### config.mk
export PLATFORM = sky130hd
export DESIGN_NAME = arp_cache_aging_table_unit
export DESIGN_NICKNAME = d
export VERILOG_FILES = /design/src/sv/arpc_pkg.sv /design/src/sv/arpc_ctrl.sv /design/src/sv/arpc_dpath.sv /design/src/sv/arp_cache_aging_table_unit.sv
export VERILOG_INCLUDE_DIRS = /design/src /design/src/sv
export SDC_FILE = /design/constraint.sdc
export NUM_CORES = 2
export LEC_CHECK = 0
export BUFFER_PORTS_ARGS = -buffer_cell sky130_fd_sc_hd__buf_4
export CAP_MARGIN = 10
export CORE_UTILIZATION = 55
export CTS_CLUSTER_DIAMETER = 200
export DETAILED_ROUTE_END_ITERATION = 10
export HOLD_SLACK_MARGIN = 0.02
export MAX_ROUTING_LAYER = met4
export PLACE_DENSITY = 0.74
export SKIP_CTS_REPAIR_TIMING = 1
export SLEW_MARGIN = 25
export SYNTH_ARGS = -nofsm -noshare
export SYNTH_HDL_FRONTEND = slang
export SYNTH_SLANG_ARGS = --single-unit
### constraint.sdc
create_clock -name aclk -period 12.93 [get_ports aclk]
set_clock_uncertainty 0.1 [all_clocks]
set_input_delay 0 -clock aclk [delete_from_list [all_inputs] [get_ports aclk]]
set_output_delay 0 -clock aclk [all_outputs]
set_load 0.05 [all_outputs]
### src/sv/arp_cache_aging_table_unit_defines.svh
// assertion macros for the arp cache block
`ifndef ARP_CACHE_AGING_TABLE_UNIT_DEFINES_SVH
`define ARP_CACHE_AGING_TABLE_UNIT_DEFINES_SVH

// same-cycle implication, checked out of reset
`define ARPC_ASSERT_NOW(label, ante, cons, msg) \
    label: assert property (@(posedge aclk) disable iff (!aresetn) (ante) |-> (cons)) \
        else $error(msg);

// next-cycle implication, checked out of reset
`define ARPC_ASSERT_NEXT(label, ante, cons, msg) \
    label: assert property (@(posedge aclk) disable iff (!aresetn) (ante) |=> (cons)) \
        else $error(msg);

`endif

### src/sv/arpc_pkg.sv
// shared constants and controller/datapath types for the arp cache
package arpc_pkg;

    localparam int ENTRIES = 16;
    localparam int IDX_W   = (ENTRIES > 1) ? $clog2(ENTRIES) : 1;
    localparam int SLOT_W  = 4;
    localparam int AGE_W   = 16;
    localparam int IP_W    = 32;
    localparam int MAC_W   = 48;
    localparam int TIME_W  = 32;

    localparam logic [AGE_W-1:0] AGE_LIMIT_RESET = AGE_W'(30);

    localparam logic OP_UPDATE = 1'b0;
    localparam logic OP_LOOKUP = 1'b1;

    typedef struct packed {
        logic capture;     // latch the request and clear the scan trackers
        logic scan_issue;  // read the entry at the scan counter
        logic finish;      // write the table on update and load the result
    } cmd_t;

    typedef struct packed {
        logic issue_last;  // scan counter sits on the last entry
        logic out_free;    // result register can take a new result
    } status_t;

endpackage

### src/sv/arpc_ctrl.sv
// sequencer for request capture, table scan and result hand-off
module arpc_ctrl (
    input  logic             aclk,
    input  logic             aresetn,
    input  logic             s_valid,
    output logic             s_ready,
    input  arpc_pkg::status_t status,
    output arpc_pkg::cmd_t   cmd
);

    typedef enum logic [3:0] {
        ST_IDLE   = 4'b0001,
        ST_SCAN   = 4'b0010,
        ST_DRAIN  = 4'b0100,
        ST_FINISH = 4'b1000
    } state_t;

    state_t state_reg, state_next;

    always_ff @(posedge aclk) begin
        if (!aresetn) begin
            state_reg <= ST_IDLE;
        end else begin
            state_reg <= state_next;
        end
    end

    always_comb begin
        state_next     = state_reg;
        cmd.capture    = 1'b0;
        cmd.scan_issue = 1'b0;
        cmd.finish     = 1'b0;
        s_ready        = 1'b0;
        case (state_reg)
            ST_IDLE: begin
                s_ready = 1'b1;
                if (s_valid) begin
                    cmd.capture = 1'b1;
                    state_next  = ST_SCAN;
                end
            end
            ST_SCAN: begin
                cmd.scan_issue = 1'b1;
                if (status.issue_last) begin
                    state_next = ST_DRAIN;
                end
            end
            // last entry read is evaluated here
            ST_DRAIN: begin
                state_next = ST_FINISH;
            end
            ST_FINISH: begin
                if (status.out_free) begin
                    cmd.finish = 1'b1;
                    state_next = ST_IDLE;
                end
            end
            default: begin
                state_next = ST_IDLE;
            end
        endcase
    end

endmodule

### src/sv/arpc_dpath.sv
// table storage, ageing scan, slot selection and result register
module arpc_dpath (
    input  logic                          aclk,
    input  logic                          aresetn,
    input  arpc_pkg::cmd_t                cmd,
    output arpc_pkg::status_t             status,
    input  logic                          s_op,
    input  logic [arpc_pkg::IP_W-1:0]     s_ip_address,
    input  logic [arpc_pkg::MAC_W-1:0]    s_mac_address,
    input  logic [arpc_pkg::TIME_W-1:0]   s_now_seconds,
    input  logic                          cfg_valid,
    output logic                          cfg_ready,
    input  logic [arpc_pkg::AGE_W-1:0]    cfg_age_limit_seconds,
    output logic                          m_valid,
    input  logic                          m_ready,
    output logic                          m_found,
    output logic [arpc_pkg::MAC_W-1:0]    m_mac_result,
    output logic [arpc_pkg::SLOT_W-1:0]   m_slot,
    output logic                          m_evicted
);

    localparam int IDX_W = arpc_pkg::IDX_W;

    // table
    logic [arpc_pkg::IP_W-1:0]   ip_mem    [arpc_pkg::ENTRIES];
    logic [arpc_pkg::MAC_W-1:0]  mac_mem   [arpc_pkg::ENTRIES];
    logic [arpc_pkg::TIME_W-1:0] stamp_mem [arpc_pkg::ENTRIES];
    logic [arpc_pkg::ENTRIES-1:0] valid_reg;

    logic [arpc_pkg::AGE_W-1:0] age_limit_reg;

    // latched request
    logic                        op_reg;
    logic [arpc_pkg::IP_W-1:0]   ip_reg;
    logic [arpc_pkg::MAC_W-1:0]  mac_reg;
    logic [arpc_pkg::TIME_W-1:0] now_reg;

    // scan
    logic [IDX_W-1:0]            cnt_reg;
    logic                        s1_valid_reg;
    logic [IDX_W-1:0]            s1_idx_reg;
    logic [arpc_pkg::IP_W-1:0]   rd_ip_reg;
    logic [arpc_pkg::MAC_W-1:0]  rd_mac_reg;
    logic [arpc_pkg::TIME_W-1:0] rd_stamp_reg;

    // trackers: first matching (lookup) or first free (update) entry, and oldest entry
    logic                        sel_found_reg;
    logic [IDX_W-1:0]            sel_idx_reg;
    logic [arpc_pkg::MAC_W-1:0]  sel_mac_reg;
    logic [arpc_pkg::TIME_W-1:0] best_age_reg;
    logic [IDX_W-1:0]            best_idx_reg;

    // result register
    logic                        m_valid_reg;
    logic                        m_found_reg;
    logic [arpc_pkg::MAC_W-1:0]  m_mac_reg;
    logic [arpc_pkg::SLOT_W-1:0] m_slot_reg;
    logic                        m_evicted_reg;

    logic [arpc_pkg::TIME_W-1:0] age;
    logic                        too_old;
    logic                        entry_live;
    logic                        hit;
    logic [IDX_W-1:0]            target;
    logic [IDX_W-1:0]            res_idx;
    logic [IDX_W+arpc_pkg::SLOT_W-1:0] res_idx_wide;
    logic                        is_lookup;

    assign cfg_ready = 1'b1;
    assign is_lookup = (op_reg == arpc_pkg::OP_LOOKUP);

    // wrapping age of the entry under evaluation
    assign age        = now_reg - rd_stamp_reg;
    assign too_old    = age > {{(arpc_pkg::TIME_W-arpc_pkg::AGE_W){1'b0}}, age_limit_reg};
    assign entry_live = valid_reg[s1_idx_reg] && (is_lookup || !too_old);
    assign hit        = is_lookup ? (entry_live && (rd_ip_reg == ip_reg)) : !entry_live;

    assign target = sel_found_reg ? sel_idx_reg : best_idx_reg;

    // slot is reported modulo the field width
    assign res_idx      = is_lookup ? (sel_found_reg ? sel_idx_reg : '0) : target;
    assign res_idx_wide = {{arpc_pkg::SLOT_W{1'b0}}, res_idx};

    assign status.issue_last = (cnt_reg == IDX_W'(arpc_pkg::ENTRIES - 1));
    assign status.out_free   = !m_valid_reg || m_ready;

    // memories: one read per scan cycle, one write at finish
    always_ff @(posedge aclk) begin
        if (cmd.scan_issue) begin
            rd_ip_reg    <= ip_mem[cnt_reg];
            rd_mac_reg   <= mac_mem[cnt_reg];
            rd_stamp_reg <= stamp_mem[cnt_reg];
        end
        if (cmd.finish && !is_lookup) begin
            ip_mem[target]    <= ip_reg;
            mac_mem[target]   <= mac_reg;
            stamp_mem[target] <= now_reg;
        end
    end

    always_ff @(posedge aclk) begin
        if (!aresetn) begin
            valid_reg     <= '0;
            age_limit_reg <= arpc_pkg::AGE_LIMIT_RESET;
            s1_valid_reg  <= 1'b0;
            m_valid_reg   <= 1'b0;
        end else begin
            if (cfg_valid && cfg_ready) begin
                age_limit_reg <= cfg_age_limit_seconds;
            end
            s1_valid_reg <= cmd.scan_issue;
            if (s1_valid_reg && !is_lookup && too_old) begin
                valid_reg[s1_idx_reg] <= 1'b0;
            end
            if (cmd.finish && !is_lookup) begin
                valid_reg[target] <= 1'b1;
            end
            if (cmd.finish) begin
                m_valid_reg <= 1'b1;
            end else if (m_ready) begin
                m_valid_reg <= 1'b0;
            end
        end
    end

    always_ff @(posedge aclk) begin
        if (cmd.capture) begin
            op_reg        <= s_op;
            ip_reg        <= s_ip_address;
            mac_reg       <= s_mac_address;
            now_reg       <= s_now_seconds;
            cnt_reg       <= '0;
            sel_found_reg <= 1'b0;
            sel_idx_reg   <= '0;
            sel_mac_reg   <= '0;
            best_age_reg  <= '0;
            best_idx_reg  <= '0;
        end else begin
            if (cmd.scan_issue) begin
                cnt_reg <= cnt_reg + IDX_W'(1);
            end
            if (cmd.scan_issue) begin
                s1_idx_reg <= cnt_reg;
            end
            if (s1_valid_reg) begin
                if (hit && !sel_found_reg) begin
                    sel_found_reg <= 1'b1;
                    sel_idx_reg   <= s1_idx_reg;
                    sel_mac_reg   <= rd_mac_reg;
                end
                // strictly older wins, so ties keep the lower index
                if (age > best_age_reg) begin
                    best_age_reg <= age;
                    best_idx_reg <= s1_idx_reg;
                end
            end
        end
    end

    always_ff @(posedge aclk) begin
        if (cmd.finish) begin
            m_found_reg   <= is_lookup ? sel_found_reg : 1'b1;
            m_mac_reg     <= (is_lookup && sel_found_reg) ? sel_mac_reg : '0;
            m_slot_reg    <= res_idx_wide[arpc_pkg::SLOT_W-1:0];
            m_evicted_reg <= !is_lookup && !sel_found_reg;
        end
    end

    assign m_valid      = m_valid_reg;
    assign m_found      = m_found_reg;
    assign m_mac_result = m_mac_reg;
    assign m_slot       = m_slot_reg;
    assign m_evicted    = m_evicted_reg;

endmodule

### src/sv/arp_cache_aging_table_unit.sv
// arp cache top level: sequencer plus table datapath
// An ARP cache of 16 entries mapping IPv4 to MAC addresses, one request at a time. Each
// request (update or lookup) walks the whole table through the single read port of the
// entry memory, one entry per cycle: it reads the entries, settles the last read, then
// writes the chosen entry on an update and loads the result register. The next request
// is taken only once the block is back in idle, so a new request is never taken before
// the last one is through. An update ages the table in that same pass, dropping entries
// older than the age limit, then fills the first free entry or, when none is free,
// overwrites the oldest. A lookup reports the first valid match without checking age.
// The next request is taken while a result still waits to be read; if that result is
// still waiting when the next one is ready, the block holds in its last step until the
// result is taken.
`include "arp_cache_aging_table_unit_defines.svh"

module arp_cache_aging_table_unit (
    input  logic                          aclk,
    input  logic                          aresetn,
    input  logic                          s_valid,
    output logic                          s_ready,
    input  logic                          s_op,
    input  logic [arpc_pkg::IP_W-1:0]     s_ip_address,
    input  logic [arpc_pkg::MAC_W-1:0]    s_mac_address,
    input  logic [arpc_pkg::TIME_W-1:0]   s_now_seconds,
    output logic                          m_valid,
    input  logic                          m_ready,
    output logic                          m_found,
    output logic [arpc_pkg::MAC_W-1:0]    m_mac_result,
    output logic [arpc_pkg::SLOT_W-1:0]   m_slot,
    output logic                          m_evicted,
    input  logic                          cfg_valid,
    output logic                          cfg_ready,
    input  logic [arpc_pkg::AGE_W-1:0]    cfg_age_limit_seconds
);

    arpc_pkg::cmd_t    cmd;
    arpc_pkg::status_t status;

    arpc_ctrl u_ctrl (
        .aclk    (aclk),
        .aresetn (aresetn),
        .s_valid (s_valid),
        .s_ready (s_ready),
        .status  (status),
        .cmd     (cmd)
    );

    arpc_dpath u_dpath (
        .aclk                  (aclk),
        .aresetn               (aresetn),
        .cmd                   (cmd),
        .status                (status),
        .s_op                  (s_op),
        .s_ip_address          (s_ip_address),
        .s_mac_address         (s_mac_address),
        .s_now_seconds         (s_now_seconds),
        .cfg_valid             (cfg_valid),
        .cfg_ready             (cfg_ready),
        .cfg_age_limit_seconds (cfg_age_limit_seconds),
        .m_valid               (m_valid),
        .m_ready               (m_ready),
        .m_found               (m_found),
        .m_mac_result          (m_mac_result),
        .m_slot                (m_slot),
        .m_evicted             (m_evicted)
    );

    // a request occupies the block for the whole scan
    `ARPC_ASSERT_NEXT(a_busy_after_accept, s_valid && s_ready, !s_ready, "request taken while busy")
    // a missed lookup reports slot zero and no mac
    `ARPC_ASSERT_NOW(a_miss_is_clean, m_valid && !m_found, (m_mac_result == '0) && (m_slot == '0) && !m_evicted, "lookup miss carries data")
    // eviction only comes from an update, which always reports found
    `ARPC_ASSERT_NOW(a_evict_found, m_valid && m_evicted, m_found && (m_mac_result == '0), "eviction on bad result")

endmodule

==> metrics <==
Hold Path End=u_dpath.m_valid; P per Cell Area=160.3 nW/um2; Crit Reg-Reg Endpoint=u_dpath.sel_mac_reg[21]; HP Class=primary input to flip-flop; routed len/inst=29.47 um; IO Pins=191; CP endpoint kind=flip-flop; CTS Sinks=2206; Arrival @ worst endpoint=6.60 ns; total number of vias=42270; mapped cell area=84790 um2; post-synthesis sequential area ratio=0.7658; Peak Freq=0.1690 GHz; CTS Buffer Depth=3; Req. time, crit path=13.61 ns; vias per cell=6.270; Fin. Hold Viols=0; Post-synth EDFFs=2075; DRT Wirelength=198.7 mm; status=complete, no violations; Final TNS setup=0 ns; die area=155700 um2; row cnt=143; NumNets Final=4745; asr flop ratio synth=0; worst skew pair latency=0.87 ns; Die Span X=394.6 um; total clock buffers created by CTS=208; Cells after DPL=6052; vias in the first global route=41425; critical path type=flip-flop to flip-flop; core area=152400 um2; non-filler cells, final=6742; Avg Inst Size Synth=21.48 um2; Synth Register Bits=2206; Max-slew headroom=0.2788; GPL Wtd Cong=0.9073; Port Buffer Count=189; reg2reg setup slack=7.01 ns; Post-Syn Instances=3948; commonest non-fill, non-tap cell in the layout=edfxtp_1; Die Y=394.6 um; initial antenna violation count=5; worst r2r path cells=21; Clk pin slew, worst setup/hold paths=0.06 ns; LEAKAGE=31.33 nW; hold path depth=4; worst vdd ir=0.0001707 V; Synth Flop Type=edfxtp_1; post-route ant nets=0; root buf cell=clkbuf_16; Synth Net Count=4163; Final min period=5.918 ns; share of layout cells above drive strength 1=0.2554; multi-input combinational cell area=18880 um2; Starting Density=0.5562; period utilization=0.4577; Largest regs=u_dpath.mac_mem: 768 flops, u_dpath.ip_mem: 512 flops, u_dpath.stamp_mem: 512 flops; Worst Path Max Fanout=26; critical path launch point type=flip-flop; dpl hpwl=99.84 mm; # setup viols final=0; unrepaired setup endpoints after global routing=no; Worst R2R Start=u_dpath.now_reg[0]; filler cell count=9713; largest net degree at the start of global routing=138; All-Layer GR Usage=0.2605; H-tree levels=4; First-pass DRT Iterations=5; # DRC=0; most frequent cells in the layout=edfxtp_1, mux4_2, dlygate4sd3_1, buf_4, clkbuf_16; max-slew violation count=0; Syn. warnings=0; area added between synthesis and finish=16.80%; starting DRC count in detailed routing=5121; first-pass GRT wire length=284.7 mm; Worst Tran Pin Value=1.072 ns; max reg flops=768; Max-Cap Viols=0; hold path start=m_ready; FF/Latch Area=64950 um2; CTS tree=built; Overflow after GRT=0; largest reg by FF count=u_dpath.mac_mem; Netlist cell types=77
==> synth_stat cells, types with 12 or more instances <==
cell type | n | share of area
edfxtp_1 | 2075 | 0.73
dfxtp_1 | 131 | 0.031
o21ai_0 | 55 | 0.0032
nand2_1 | 190 | 0.0084
mux2i_1 | 68 | 0.0080
nand4_1 | 23 | 0.0017
a21oi_1 | 39 | 0.0023
buf_2 | 12 | 0.00071
o21a_1 | 23 | 0.0020
ha_1 | 80 | 0.012
buf_1 | 58 | 0.0026
clkbuf_1 | 115 | 0.0051
xor2_1 | 13 | 0.0013
o31a_1 | 12 | 0.0012
nand3_1 | 45 | 0.0027
and3_1 | 52 | 0.0038
mux4_2 | 565 | 0.15
nor2b_1 | 18 | 0.0013
a21o_1 | 18 | 0.0016
inv_1 | 91 | 0.0040
nor2_1 | 73 | 0.0032
nor3_1 | 12 | 0.00071
xnor2_1 | 47 | 0.0049
==> layout make-up <==
| type | instances | share of cell area |
|---|---|---|
| inverter | 92 | 0.003563 |
| sequential | 2206 | 0.6559 |
| clock inverter | 129 | 0.01574 |
| tap | 2030 | 0.02565 |
| clock buffer | 261 | 0.05639 |
| antenna | 2 | 0.00005054 |
| timing repair buffer | 566 | 0.05214 |
| multi-input combinational | 1456 | 0.1906 |
==> metal layers <==
metal	global-route usage	wire, um	vias up
met5	-	0	-
met4	0.06478	3767	0
met3	0.04207	16610	282
met2	0.4063	98750	2181
met1	0.3647	79530	22325
li1	-	-	17482
==> worst max path at each step <==
| stage | startpoint | end | slack [ns] | cells past startpoint |
|---|---|---|---|---|
| 2_1_floorplan | u_ctrl.state_reg[1] | u_dpath.cnt_reg[3] | 4.83 | 5 |
| 3_3_place_gp | u_dpath.now_reg[0] | u_dpath.best_age_reg[22] | 7.08 | 19 |
| 3_5_place_dp | u_dpath.now_reg[0] | u_dpath.best_age_reg[22] | 6.92 | 19 |
| 4_1_cts | u_dpath.now_reg[0] | u_dpath.best_age_reg[22] | 6.95 | 19 |
| 5_1_grt | u_dpath.now_reg[0] | u_dpath.sel_mac_reg[21] | 6.60 | 21 |
| 6_report | u_dpath.now_reg[0] | u_dpath.sel_mac_reg[21] | 7.01 | 21 |
==> report_power, final <==
group	leakage (nW)	switching, W	internal [W]
Combinational	8.19	0.000689	0.000724
Sequential	19.7	0.000200	0.00800
Clock	3.46	0.00271	0.00356
Total	31.3	0.00360	0.0123
==> stage by stage <==
stage	power, W	area, um2	utilization	hold slack [ns]	worst slack (ns)
after floorplan	0.009292	84790	-	-0.001131	4.834
after global placement	0.009668	88760	0.5823	0.07814	7.084
after detailed placement	0.009691	88860	0.5829	0.07927	6.924
after CTS	0.01588	96010	0.6298	-0.8596	6.951
after global routing	0.01637	99030	0.6496	0.03231	6.604
final	0.01588	99030	0.6496	0.04433	7.012
==> cell families after synthesis <==
group | Yosys count | share of synthesized area
buffers and inverters | 286 | 0.01359
muxes | 634 | 0.1582
adders and majority gates | 81 | 0.01204
and+or+nand+nor | 452 | 0.02528
AOI/OAI and AO/OA | 228 | 0.01877
other | 1 | 0.00004423
DFF | 2206 | 0.7658
xor gates and xnor gates | 60 | 0.006198
==> critical path, cell delays in order, from the launching register on <==
cell       delay (ns)
edfxtp_1         0.67
inv_1            0.09
ha_1             0.23
fa_1             0.42
nand2b_1         0.19
a21oi_2          0.23
o31ai_4          0.16
o21ai_0          0.29
xor2_1           0.34
ha_1             0.31
and3_1           0.18
nand4_1          0.11
a31oi_1          0.05
a2111oi_0        0.36
a21oi_1          0.16
nor3_1           0.20
nand4b_1         0.18
o41a_1           0.42
o211a_4          0.29
buf_4            0.29
buf_12           0.27
mux2i_1          0.23
Note: power is estimated with default switching activity, not from simulation.
